[src/design/lr_pkg.sv]
// ----------------------------------------------------------------------------
// lr_pkg: shared definitions for the line rasterizer
// op codes, line class codes and default field widths
// ----------------------------------------------------------------------------
`timescale 1ns / 1ps

package lr_pkg;

  // default coordinate width and packed color width
  localparam int COORD_BITS_DEF = 12;
  localparam int COLOR_BITS     = 24;

  // input word op codes
  localparam logic OP_LOAD = 1'b0;
  localparam logic OP_STEP = 1'b1;

  // line class picked on load
  typedef enum logic [1:0] {
    MODE_SHALLOW  = 2'd0,
    MODE_STEEP_UP = 2'd1,
    MODE_STEEP_DN = 2'd2
  } mode_t;

endpackage

[src/design/line_rasterizer.sv]
// ----------------------------------------------------------------------------
// path: a step word is held in the input register, then its pixel word in the output register
// throughput: one word per cycle while the pixel channel does not stall; the error update is one add pair per pixel
// reset: rst_n synchronous, active low, clears word valids and the active line
// line_rasterizer: midpoint line rasterizer for all octants
// ----------------------------------------------------------------------------
`timescale 1ns / 1ps

module line_rasterizer #(
  parameter int COORD_BITS = lr_pkg::COORD_BITS_DEF
) (
  input  logic                                clk,
  input  logic                                rst_n,
  // input channel
  input  logic                                in_valid,
  output logic                                in_ready,
  input  logic                                in_op,
  input  logic signed [COORD_BITS-1:0]        in_x_start,
  input  logic signed [COORD_BITS-1:0]        in_y_start,
  input  logic signed [COORD_BITS-1:0]        in_x_end,
  input  logic signed [COORD_BITS-1:0]        in_y_end,
  input  logic        [lr_pkg::COLOR_BITS-1:0] in_line_color,
  // pixel channel
  output logic                                out_valid,
  input  logic                                out_ready,
  output logic signed [COORD_BITS-1:0]        out_pixel_x,
  output logic signed [COORD_BITS-1:0]        out_pixel_y,
  output logic        [lr_pkg::COLOR_BITS-1:0] out_pixel_color,
  output logic                                out_last
);

  // delta width, increment width and error term width
  localparam int DW = COORD_BITS + 1;
  localparam int IW = COORD_BITS + 3;
  localparam int EW = COORD_BITS + 6;
  localparam int CB = lr_pkg::COLOR_BITS;

  // --------------------------------------------------------------------------
  // input register: one word deep, refilled in the same cycle it drains
  // --------------------------------------------------------------------------
  logic                         in_vld_r;
  logic                         op_r;
  logic signed [COORD_BITS-1:0] xs_r, ys_r, xe_r, ye_r;
  logic        [CB-1:0]         color_in_r;

  // --------------------------------------------------------------------------
  // line state
  // --------------------------------------------------------------------------
  logic                         active_r;
  lr_pkg::mode_t                mode_r;
  logic                         minor_neg_r;   // shallow lines: minor axis falls
  logic signed [COORD_BITS-1:0] cur_x_r, cur_y_r, stop_r;
  logic signed [EW-1:0]         err_r;
  logic signed [IW-1:0]         inc_a_r, inc_b_r;
  logic        [CB-1:0]         held_color_r;

  // output register
  logic                         out_valid_r;
  logic signed [COORD_BITS-1:0] out_x_r, out_y_r;
  logic        [CB-1:0]         out_color_r;
  logic                         out_last_r;

  // handshake control
  logic emit;      // the word in the input register produces a pixel
  logic out_free;  // output register can take a pixel this cycle
  logic adv;       // input register word is consumed this cycle

  assign emit     = (op_r == lr_pkg::OP_STEP) && active_r;
  assign out_free = !out_valid_r || out_ready;
  assign adv      = in_vld_r && (out_free || !emit);
  assign in_ready = !in_vld_r || adv;

  always_ff @(posedge clk) begin
    if (!rst_n) begin
      in_vld_r <= 1'b0;
    end else if (in_ready) begin
      in_vld_r <= in_valid;
    end
  end

  always_ff @(posedge clk) begin
    if (in_valid && in_ready) begin
      op_r       <= in_op;
      xs_r       <= in_x_start;
      ys_r       <= in_y_start;
      xe_r       <= in_x_end;
      ye_r       <= in_y_end;
      color_in_r <= in_line_color;
    end
  end

  // --------------------------------------------------------------------------
  // load setup: order endpoints so x rises, classify the slope,
  // build the doubled error term and its increments
  // --------------------------------------------------------------------------
  logic                         swap;
  logic signed [COORD_BITS-1:0] lx0, ly0, lx1, ly1;
  logic signed [DW-1:0]         dx, dy, ady;
  logic signed [IW-1:0]         dx_i, dy_i, ady_i;
  logic signed [EW-1:0]         dx_e, dy_e, ady_e;
  logic                         shallow;
  lr_pkg::mode_t                ld_mode;
  logic signed [IW-1:0]         ld_inc_a, ld_inc_b;
  logic signed [EW-1:0]         ld_err;
  logic signed [COORD_BITS-1:0] ld_stop;

  always_comb begin
    swap = (xe_r < xs_r);
    lx0  = swap ? xe_r : xs_r;
    ly0  = swap ? ye_r : ys_r;
    lx1  = swap ? xs_r : xe_r;
    ly1  = swap ? ys_r : ye_r;

    dx   = DW'(lx1) - DW'(lx0);
    dy   = DW'(ly1) - DW'(ly0);
    ady  = dy[DW-1] ? -dy : dy;

    dx_i  = IW'(dx);
    dy_i  = IW'(dy);
    ady_i = IW'(ady);
    dx_e  = EW'(dx);
    dy_e  = EW'(dy);
    ady_e = EW'(ady);

    // equal slopes count as shallow
    shallow  = (dx >= ady);
    ld_inc_b = -(dx_i <<< 1);
    if (shallow) begin
      ld_mode  = lr_pkg::MODE_SHALLOW;
      ld_inc_a = ady_i <<< 1;
      ld_err   = (ady_e <<< 1) - dx_e;
      ld_stop  = lx1;
    end else if (!dy[DW-1]) begin
      ld_mode  = lr_pkg::MODE_STEEP_UP;
      ld_inc_a = dy_i <<< 1;
      ld_err   = dy_e - (dx_e <<< 1);
      ld_stop  = ly1;
    end else begin
      ld_mode  = lr_pkg::MODE_STEEP_DN;
      ld_inc_a = dy_i <<< 1;
      ld_err   = dy_e + (dx_e <<< 1);
      ld_stop  = ly1;
    end
  end

  // --------------------------------------------------------------------------
  // pixel step: major axis moves every pixel, minor axis on the error sign
  // --------------------------------------------------------------------------
  logic signed [EW-1:0]         inc_a_e, inc_b_e;
  logic                         err_neg, err_pos, take;
  logic signed [COORD_BITS-1:0] x_inc, y_inc, y_dec;
  logic signed [COORD_BITS-1:0] st_x, st_y;
  logic signed [EW-1:0]         st_err;
  logic                         st_last;

  always_comb begin
    inc_a_e = EW'(inc_a_r);
    inc_b_e = EW'(inc_b_r);
    err_neg = err_r[EW-1];
    err_pos = !err_r[EW-1] && (err_r != '0);
    x_inc   = cur_x_r + COORD_BITS'(1);
    y_inc   = cur_y_r + COORD_BITS'(1);
    y_dec   = cur_y_r - COORD_BITS'(1);

    case (mode_r)
      lr_pkg::MODE_STEEP_UP: begin
        take    = err_neg;
        st_last = (cur_y_r == stop_r);
        st_x    = take ? x_inc : cur_x_r;
        st_y    = y_inc;
        st_err  = err_r + (take ? inc_a_e : EW'(0)) + inc_b_e;
      end
      lr_pkg::MODE_STEEP_DN: begin
        take    = err_pos;
        st_last = (cur_y_r == stop_r);
        st_x    = take ? x_inc : cur_x_r;
        st_y    = y_dec;
        st_err  = err_r + (take ? inc_a_e : EW'(0)) - inc_b_e;
      end
      default: begin
        // shallow
        take    = err_pos;
        st_last = (cur_x_r == stop_r);
        st_x    = x_inc;
        st_y    = take ? (minor_neg_r ? y_dec : y_inc) : cur_y_r;
        st_err  = err_r + (take ? inc_b_e : EW'(0)) + inc_a_e;
      end
    endcase
  end

  // --------------------------------------------------------------------------
  // state update
  // --------------------------------------------------------------------------
  always_ff @(posedge clk) begin
    if (!rst_n) begin
      active_r    <= 1'b0;
      mode_r      <= lr_pkg::MODE_SHALLOW;
      minor_neg_r <= 1'b0;
    end else if (adv) begin
      if (op_r == lr_pkg::OP_LOAD) begin
        // a load drops any running line
        active_r    <= 1'b1;
        mode_r      <= ld_mode;
        minor_neg_r <= shallow && dy[DW-1];
      end else if (active_r && st_last) begin
        active_r <= 1'b0;
      end
    end
  end

  always_ff @(posedge clk) begin
    if (adv) begin
      if (op_r == lr_pkg::OP_LOAD) begin
        cur_x_r      <= lx0;
        cur_y_r      <= ly0;
        stop_r       <= ld_stop;
        err_r        <= ld_err;
        inc_a_r      <= ld_inc_a;
        inc_b_r      <= ld_inc_b;
        held_color_r <= color_in_r;
      end else if (active_r) begin
        cur_x_r <= st_x;
        cur_y_r <= st_y;
        err_r   <= st_err;
      end
    end
  end

  // --------------------------------------------------------------------------
  // output register: holds a pixel word until the consumer takes it
  // --------------------------------------------------------------------------
  always_ff @(posedge clk) begin
    if (!rst_n) begin
      out_valid_r <= 1'b0;
    end else if (out_free) begin
      out_valid_r <= adv && emit;
    end
  end

  always_ff @(posedge clk) begin
    if (adv && emit) begin
      out_x_r     <= cur_x_r;
      out_y_r     <= cur_y_r;
      out_color_r <= held_color_r;
      out_last_r  <= st_last;
    end
  end

  assign out_valid       = out_valid_r;
  assign out_pixel_x     = out_x_r;
  assign out_pixel_y     = out_y_r;
  assign out_pixel_color = out_color_r;
  assign out_last        = out_last_r;

  // --------------------------------------------------------------------------
  // assertions
  // --------------------------------------------------------------------------
  a_last_ends_line : assert property (@(posedge clk) disable iff (!rst_n)
    (adv && emit && st_last) |=> !active_r)
    else $error("line still active after its last pixel");

  a_load_starts_line : assert property (@(posedge clk) disable iff (!rst_n)
    (adv && (op_r == lr_pkg::OP_LOAD)) |=> active_r)
    else $error("load did not start a line");

  a_pixel_from_step : assert property (@(posedge clk) disable iff (!rst_n)
    $rose(out_valid_r) |-> $past(adv && emit))
    else $error("pixel word appeared without an active step");

  a_no_drop : assert property (@(posedge clk) disable iff (!rst_n)
    (out_valid_r && !out_ready) |-> !(adv && emit))
    else $error("pixel word overwritten while stalled");

endmodule

[config.mk]
export PLATFORM = sky130hd
export DESIGN_NAME = line_rasterizer
export DESIGN_NICKNAME = d
export VERILOG_FILES = /design/src/design/lr_pkg.sv /design/src/design/line_rasterizer.sv
export SDC_FILE = /design/constraint.sdc
export NUM_CORES = 1
export LEC_CHECK = 0
export BUFFER_PORTS_ARGS = -buffer_cell sky130_fd_sc_hd__buf_2
export CAP_MARGIN = 20
export CELL_PAD_IN_SITES_DETAIL_PLACEMENT = 0
export CELL_PAD_IN_SITES_GLOBAL_PLACEMENT = 1
export CORE_MARGIN = 5
export CORE_UTILIZATION = 41
export DETAILED_ROUTE_END_ITERATION = 6
export PLACE_DENSITY_LB_ADDON = 0.1
export SLEW_MARGIN = 20
export SYNTH_ARGS = -nofsm -noshare
export SYNTH_HDL_FRONTEND = slang
export SYNTH_SLANG_ARGS = --single-unit
export TNS_END_PERCENT = 5
[constraint.sdc]
create_clock -name clk -period 11.5 [get_ports clk]
set_input_delay 0.575 -clock clk [delete_from_list [all_inputs] [get_ports clk]]
set_output_delay 0.575 -clock clk [all_outputs]
set_load 0.1 [all_outputs]
==> out/summary.txt, run 1 <==
share of cells above drive strength 1 - 0.124
Sequential Area - 0.00694 mm²
CTS Hold Buffers Added - 0
CP required - 11.78 ns
core box area - 0.0418 mm²
TritonCTS clock tree - yes
CP max stage cell - nand3_1
syn nets - 1930
Die Wd - 215 µm
DRT iter0 DRCs - 792
max cap viols - 0
clk_lat worst skew - 0.55 ns
Die H - 215 µm
worst hold path startpoint - in_y_end[11]
Worst R2R End - stop_r[5]
met1 global-route usage - 0.310
DRC - 0
yosys warns - 0
final setup vio count - 0
Boundary Pins - 128
initial antenna violation count - 1
Max-slew headroom - 0.330
Num CTS Buffers - 27
worst setup slack after layout - 3.62 ns
Static Leak - 7.84 nW
clock root cell - clkbuf_16
Power Total - 4.48 mW
CP Launch Type - register
RSZ-0062 raised after global routing - no
first-pass GRT wire length - 77700 µm
Critical Path Most Common Cell - o21ai_0
Int Power - 2.58 mW
GRT busiest layer - met2
combinational cell fraction of total power - 0.559
Rows - 75
GRT Total Usage - 0.215
Final Max Tran Viols - 0
WHS Path Cells - 1
Syn Inst Count - 1698
unique cell type count in the Yosys netlist - 95
port bufs - 127
Worst Hold Class - in2reg
post-layout min period - 7.88 ns
ANT cells - 0
Vias/cell - 5.46
Critical Path AT - 8.17 ns
commonest non-fill, non-tap cell in the layout - edfxtp_1
Post-Syn Area - 0.0172 mm²
clk slew on worst S/H paths - 0.06 ns
Clock power frac - 0.181
PwrDens - 234 mW/mm²
most frequent cells in the layout - edfxtp_1, nand2_1, inv_1
fmax - 127 MHz
Psw - 1.89 mW
clock buffer depth - 3
CTS H-tree depth - 1
slowest stage delay, CP - 0.61 ns
largest net degree at the start of global routing - 74
Setup Buffers After CTS - 0
Finished Core Util - 0.459
Die ar. - 0.0461 mm²
Min-Delay Endpoint - ye_r[11]
Setup crit end kind - register
Antenna Nets Post-Route - 0
Seq pwr share - 0.260
worst r2r src - xe_r[6]
worst-path fanout max - 61
worst-margin pin slew - 1.01 ns
fillers - 3961
Finished Layout Cells - 2365
Fin. Hold Viols - 0
met3 Use GR - 0.0274
DP Wirelength - 39300 µm
status - completed
routed len/inst - 21.5 µm
pre-CTS WS - 3.72 ns
reg2reg path depth - 28
Multi-input gate area - 0.00946 mm²
critical path class - reg2reg
Primary FF master, synth - edfxtp_1
Layout Skew - 0.0137 ns
# clock sinks - 233
Via Count - 12913
Area growth syn-to-layout - 11.5%
switching share of power - 0.423
final wirelength - 50700 µm
RD Place Congestion - 0.859
Inst Count DP - 2318
period utilization - 0.686
Starting Density - 0.412
Setup TNS - 0 ns
M2 GR Usage - 0.349
PostCTS Resize Cnt - 0
Post-synth EDFFs - 227
post-synthesis sequential area ratio - 0.403
vias in the first global route - 12743
drt pass-1 iters - 5
layout net count - 2040
syn avg cell area - 10.1 µm²
Synth Register Bits - 233
async set-or-reset flop fraction in the synthesized netlist - 0
r2r setup slk - 3.62 ns
Remaining Overflow, GRT - 0
peak supply drop - 120 µV
-- area by class of cell --
class / instances / share of cell area
Clock buffer: 34 / 0.0366
Clock inverter: 13 / 0.00614
Inverter: 145 / 0.0284
Multi-Input combinational cell: 1262 / 0.494
Sequential cell: 233 / 0.362
Tap cell: 539 / 0.0352
Timing Repair Buffer: 139 / 0.0379
-- synthesized netlist by cell type (4+ instances only) --
cell	number	area share
a211oi_1	5	0.0022
a21boi_0	13	0.0057
a21o_1	30	0.013
a21oi_1	107	0.031
a221o_1	6	0.0035
a221oi_1	12	0.0061
a22oi_1	7	0.0031
a31oi_1	9	0.0033
and2_1	32	0.012
and3_1	21	0.0076
buf_2	4	0.0012
buf_4	5	0.0022
buf_6	5	0.0033
clkbuf_1	41	0.0090
dfxtp_1	6	0.0070
edfxtp_1	227	0.40
fa_1	53	0.062
ha_1	102	0.074
inv_1	141	0.031
maj3_1	11	0.0064
mux2_2	10	0.0066
mux2i_1	47	0.027
nand2_1	169	0.037
nand2b_1	23	0.0084
nand3_1	62	0.018
nand4_1	9	0.0033
nor2_1	105	0.023
nor2b_1	27	0.0098
nor3_1	23	0.0067
nor4_1	9	0.0033
o211ai_1	8	0.0035
o21a_1	7	0.0031
o21ai_0	57	0.017
o21ai_1	7	0.0020
o21bai_1	23	0.010
o221a_2	4	0.0026
o221ai_1	5	0.0025
o22ai_1	12	0.0044
o31ai_1	6	0.0026
or2_2	4	0.0015
or3_1	8	0.0029
xnor2_1	100	0.051
xor2_1	55	0.028
-- power groups by stage --
stage	Sequential [mW]	Clock, mW	Combinational [mW]
floorplan	1.14	0	1.94
global placement	1.18	0	2.47
detailed placement	1.18	0	2.48
CTS	1.16	0.840	2.50
global route	1.18	0.874	2.79
finish	1.16	0.811	2.50
-- worst max-delay path, delay by kind of cell (launching register included) --
kind / cells / cell delay (ns)
DFF: 1 / 0.46
buffers and inverters: 4 / 1.52
adders and majority gates: 4 / 1.45
and+or+nand+nor: 8 / 1.34
AOI/OAI and AO/OA: 10 / 2.04
muxes: 2 / 0.70
-- through the flow --
stage                     cell area, µm²  hold slack [ns]
final                              19200            0.198
after global routing               19200            0.173
after CTS                          19200            0.158
after detailed placement           18300            0.405
after global placement             18300            0.400
after floorplan                    17200            0.400
-- cells by family (layout without fill, tap and decap cells) --
kind of cell    after synthesis  count (layout)  synth area share
fa+ha+maj                   168             168             0.144
buf+inv                     203             331            0.0479
simple gates                514             514             0.145
compound gates              367             367             0.146
mux                          58              58            0.0352
flops                       233             233             0.403
xor+xnor                    155             155            0.0790
-- how the worst max path moves through the flow --
stage	start	endpoint	slack (ns)	cells after the start
after floorplan	xs_r[6]	err_r[17]	4.39	36
after global placement	xs_r[2]	stop_r[5]	3.88	28
after detailed placement	xe_r[6]	stop_r[5]	3.72	28
after CTS	xe_r[6]	stop_r[5]	3.69	28
after global routing	xs_r[7]	err_r[3]	3.06	30
final	xe_r[6]	stop_r[5]	3.62	28
-- state kept, by name (all words and copies together) (netlist names), 2 cells and up --
signal,cells
color_in_r,24
held_color_r,24
out_pixel_color,24
err_r,18
inc_b_r,14
inc_a_r,13
cur_x_r,12
cur_y_r,12
out_pixel_x,12
out_pixel_y,12
stop_r,12
xe_r,12
xs_r,12
ye_r,12
ys_r,12
mode_r,2
-- layer usage --
metal / vias to the layer above / wire [µm]
met5: - / 0
met4: 0 / 1240
met3: 55 / 2190
met2: 291 / 23500
met1: 6274 / 23800
li1: 6293 / -
Note: power is estimated with default switching activity, not from simulation.
==> run 2: changes to the inputs <==
- clock period: 11.5 -> 7.6 ns (I/O delays scaled with it)
==> run 2 against run 1 <==
  * Worst hold slack worse by 0.17 ns
  * Register-to-register slack got worse by 2.9 ns
  * Cell count grew 3.5%
  * First-iteration DRC count is 16% higher
  * Sequential cell count did not move
  * Count of clock-buffer cells in the layout shrank 3
  * Cell area rose by 4.8%
  * Die area unchanged
  * Critical path depth unchanged
  * Setup slack got worse by 2.9 ns
  * Fmax is 14% higher
  * Routed wire length up 2.6%
==> out/summary.txt, run 2 (same netlist as run 1, synthesis figures left out) <==
most frequent cells in the layout - edfxtp_1, nand2_1, inv_1
GRT Total Usage - 0.221
PwrDens - 352 mW/mm²
clock buffer depth - 3
# clock sinks - 233
CTS Hold Buffers Added - 66
Worst Path Buf+Inv - 2
Starting Density - 0.412
Critical Path Most Common Cell - a21oi_1
ANT cells - 0
DP Wirelength - 40300 µm
Power Total - 7.06 mW
Area growth syn-to-layout - 16.8%
Die Wd - 215 µm
final setup vio count - 0
Setup Buffers After CTS - 0
delay-heaviest family, CP - compound AO/OA/AOI/OAI gates
CP max stage cell - edfxtp_1
Antenna Nets Post-Route - 0
Critical Path AT - 7.22 ns
Num CTS Buffers - 28
max cap viols - 0
Worst Hold Class - in2reg
drt pass-1 iters - 6
commonest non-fill, non-tap cell in the layout - edfxtp_1
core box area - 0.0418 mm²
Layout Skew - 0.00884 ns
Finished Layout Cells - 2447
first-pass GRT wire length - 79900 µm
RD Place Congestion - 0.899
routed len/inst - 21.3 µm
Die H - 215 µm
clock root cell - clkbuf_16
Setup crit end kind - register
status - completed
Finished Core Util - 0.481
Setup TNS - 0 ns
vias in the first global route - 13444
period utilization - 0.908
worst-path fanout max - 24
fmax - 145 MHz
Rows - 75
post-layout min period - 6.90 ns
CTS H-tree depth - 1
initial antenna violation count - 0
slowest stage delay, CP - 0.46 ns
CP Launch Type - register
PostCTS Resize Cnt - 0
Die ar. - 0.0461 mm²
Remaining Overflow, GRT - 0
DRC - 0
peak supply drop - 225 µV
worst setup slack after layout - 0.701 ns
critical path class - reg2reg
Inst Count DP - 2329
final wirelength - 52100 µm
Static Leak - 8.25 nW
CP required - 7.92 ns
pre-CTS WS - 0.772 ns
Vias/cell - 5.43
TritonCTS clock tree - yes
clk_lat worst skew - 0.57 ns
fillers - 3874
Fin. Hold Viols - 0
worst-margin pin slew - 1.04 ns
Via Count - 13293
share of cells above drive strength 1 - 0.131
largest net degree at the start of global routing - 64
Final Max Tran Viols - 0
port bufs - 127
Max-slew headroom - 0.301
Boundary Pins - 128
layout net count - 2118
RSZ-0062 raised after global routing - no
DRT iter0 DRCs - 915
clk slew on worst S/H paths - 0.06 ns
run 2: worst paths after layout:
check	slack [ns]	end	cells after the start	startpoint
setup / recovery	0.70	err_r[17]	28	xe_r[9]
hold / removal	0.03	xe_r[1]	1	in_x_end[1]
setup reg to reg	0.70	err_r[17]	28	xe_r[9]
hold reg to reg	0.41	held_color_r[2]	0	color_in_r[2]
run 2: power by group:
part	switching (mW)	total, mW	internal (mW)
registers	0.132	1.74	1.61
clock network	0.569	1.42	0.854
logic	2.26	3.89	1.63
run 2: through the flow:
step / hold slack, ns / area, µm²
after global routing: 0.0132 / 20100
after CTS: 0.00713 / 20100
after global placement: 0.401 / 18400
after detailed placement: 0.405 / 18400
final: 0.0299 / 20100
after floorplan: 0.400 / 17200
run 2: cell type report:
type                            count  area (µm²)  area share
Clock buffer                       31         712      0.0354
Inverter                          145         544      0.0271
Timing Repair Buffer              216        1480      0.0738
Tap cell                          539         674      0.0336
Multi-Input combinational cell   1262        9460       0.471
Clock inverter                     21         277      0.0138
Sequential cell                   233        6940       0.345
run 2: routing by layer:
layer  vias up  share of wire  global-route usage
met3        71          0.030              0.0229
met4         0          0.024              0.0588
met5         -              0                   0
met1      6528           0.47               0.308
met2       229           0.48               0.369
li1       6465              -                   -
==> run 3: changes to the inputs <==
- CORE_UTILIZATION: 41 -> 44
- clock period: 7.6 -> 5.6 ns (I/O delays scaled with it)
==> run 3 against run 2 <==
  * The run now ends with negative setup slack left
  * Clock power is 20% higher
  * Clock skew rose by 0.0071 ns
  * Sequential cell count stayed put
  * Die area decreased by 6.5%
  * Routed wire length is 0.36% lower
  * Setup slack got worse by 0.91 ns
  * Non-clock buffer count grew 264
  * First-iteration DRC count rose by 0.55%
  * Worst hold slack better by 0.030 ns
  * Combinational power is 73% higher
  * Total power grew 53%
  * Sequential power grew 34%
  * Largest cell class unchanged
==> out/summary.txt, run 3 (same netlist as run 1, synthesis figures left out) <==
CP Launch Type - register
Die Wd - 208 µm
# clock sinks - 233
RSZ-0062 raised after global routing - yes
Via Count - 14173
failing checks - negative setup slack
Area growth syn-to-layout - 30.8%
Layout Skew - 0.0159 ns
first-pass GRT wire length - 80600 µm
fmax - 172 MHz
largest net degree at the start of global routing - 74
CP max stage cell - edfxtp_1
fillers - 3340
Fin. Hold Viols - 0
layout net count - 2380
Finished Layout Cells - 2685
Int Power - 6.49 mW
clock root cell - clkbuf_16
peak supply drop - 253 µV
most frequent cells in the layout - buf_4, edfxtp_1, nand2_1
worst-path fanout max - 5
Setup crit end kind - register
port bufs - 127
Seq pwr share - 0.216
pre-CTS WS - -0.304 ns
post-layout min period - 5.81 ns
routed len/inst - 19.3 µm
Psw - 4.29 mW
Die H - 208 µm
Rows - 72
DRC - 0
Vias/cell - 5.28
worst-margin pin slew - 1.05 ns
Clock power frac - 0.159
clk_lat worst skew - 0.56 ns
commonest non-fill, non-tap cell in the layout - buf_4
Num CTS Buffers - 26
Antenna Nets Post-Route - 0
Worst Path Buf+Inv - 2
final wirelength - 51900 µm
ANT cells - 0
Die ar. - 0.0431 mm²
GRT Total Usage - 0.234
Starting Density - 0.445
Final Max Tran Viols - 0
core box area - 0.0386 mm²
Max-slew headroom - 0.295
vias in the first global route - 14324
Remaining Overflow, GRT - 0
Static Leak - 9.54 nW
delay-heaviest family, CP - compound AO/OA/AOI/OAI gates
final setup vio count - 39
Worst Hold Class - in2reg
critical path class - reg2reg
max cap viols - 0
Setup TNS - -3.36 ns
combinational cell fraction of total power - 0.626
slowest stage delay, CP - 0.41 ns
clock buffer depth - 3
status - finished, violations left
Inst Count DP - 2545
Critical Path AT - 6.11 ns
DP Wirelength - 40400 µm
DRT iter0 DRCs - 920
worst setup slack after layout - -0.209 ns
share of cells above drive strength 1 - 0.271
period utilization - 1.04
Finished Core Util - 0.582
CTS H-tree depth - 1
clk slew on worst S/H paths - 0.06 ns
PwrDens - 479 mW/mm²
Critical Path Most Common Cell - o21ai_1
switching share of power - 0.398
TritonCTS clock tree - yes
RD Place Congestion - 0.903
drt pass-1 iters - 6
initial antenna violation count - 1
Boundary Pins - 128
CP required - 5.90 ns
[run 3: changes by cell type in the layout (fill, tap and decap cells not counted), moves of 7 or more]
cell,before,now
nor2_2,0,8
nor2_1,105,94
a21oi_2,2,22
ha_1,102,90
ha_4,0,10
dlygate4sd3_1,66,74
a21oi_1,106,86
o21ai_0,57,48
buf_4,22,271
inv_1,140,132
inv_2,3,10
[run 3: cell type report]
| class | instances | area (µm²) | share of cell area |
|---|---|---|---|
| Multi-Input combinational cell | 1262 | 9980 | 0.444 |
| Sequential cell | 233 | 6940 | 0.308 |
| Timing Repair Buffer | 480 | 3520 | 0.157 |
| Inverter | 145 | 547 | 0.0243 |
| Clock buffer | 28 | 658 | 0.0293 |
| Tap cell | 518 | 648 | 0.0288 |
| Clock inverter | 19 | 190 | 0.00846 |
[run 3: worst paths after layout]
kind	depth (start not counted)	start	slack (ns)	endpoint
setup reg to reg	30	xs_r[3]	-0.21	err_r[17]
hold reg to reg	0	held_color_r[7]	0.41	out_pixel_color[7]
setup / recovery	30	xs_r[3]	-0.21	err_r[17]
hold / removal	2	rst_n	0.06	in_vld_r
[run 3: through the flow]
step                total power [mW]  hold slack (ns)  instance area [µm²]
floorplan                       6.45            0.379                17400
global placement                8.55            0.400                20400
detailed placement              8.65            0.405                20400
CTS                             10.6           0.0327                22300
global route                    11.6           0.0491                22500
finish                          10.8           0.0594                22500
[run 3: metal layers]
metal | track usage | share of wire | routed length [µm] | vias up
met3 | 0.0301 | 0.048 | 2480 | 77
met2 | 0.392 | 0.47 | 24600 | 319
met4 | 0.0600 | 0.029 | 1520 | 2
li1 | - | - | - | 6968
met1 | 0.323 | 0.45 | 23300 | 6807
met5 | 0 | 0.00023 | 12 | -
[run 3: timing repair]
action	CTS	global route
pin swaps	27	40
gates resized for setup	49	48
gates cloned	0	0
endpoints found under the setup margin	45	45
endpoints found under the hold margin	74	0
setup buffers	14	6
hold buffers	74	0
[run 3: power by group through the flow]
stage	Clock, mW	Sequential, mW	Combinational [mW]
after floorplan	0	2.35	4.10
after global placement	0	2.35	6.20
after detailed placement	0	2.36	6.29
after CTS	1.75	2.32	6.52
after global routing	1.81	2.34	7.44
final	1.71	2.33	6.74
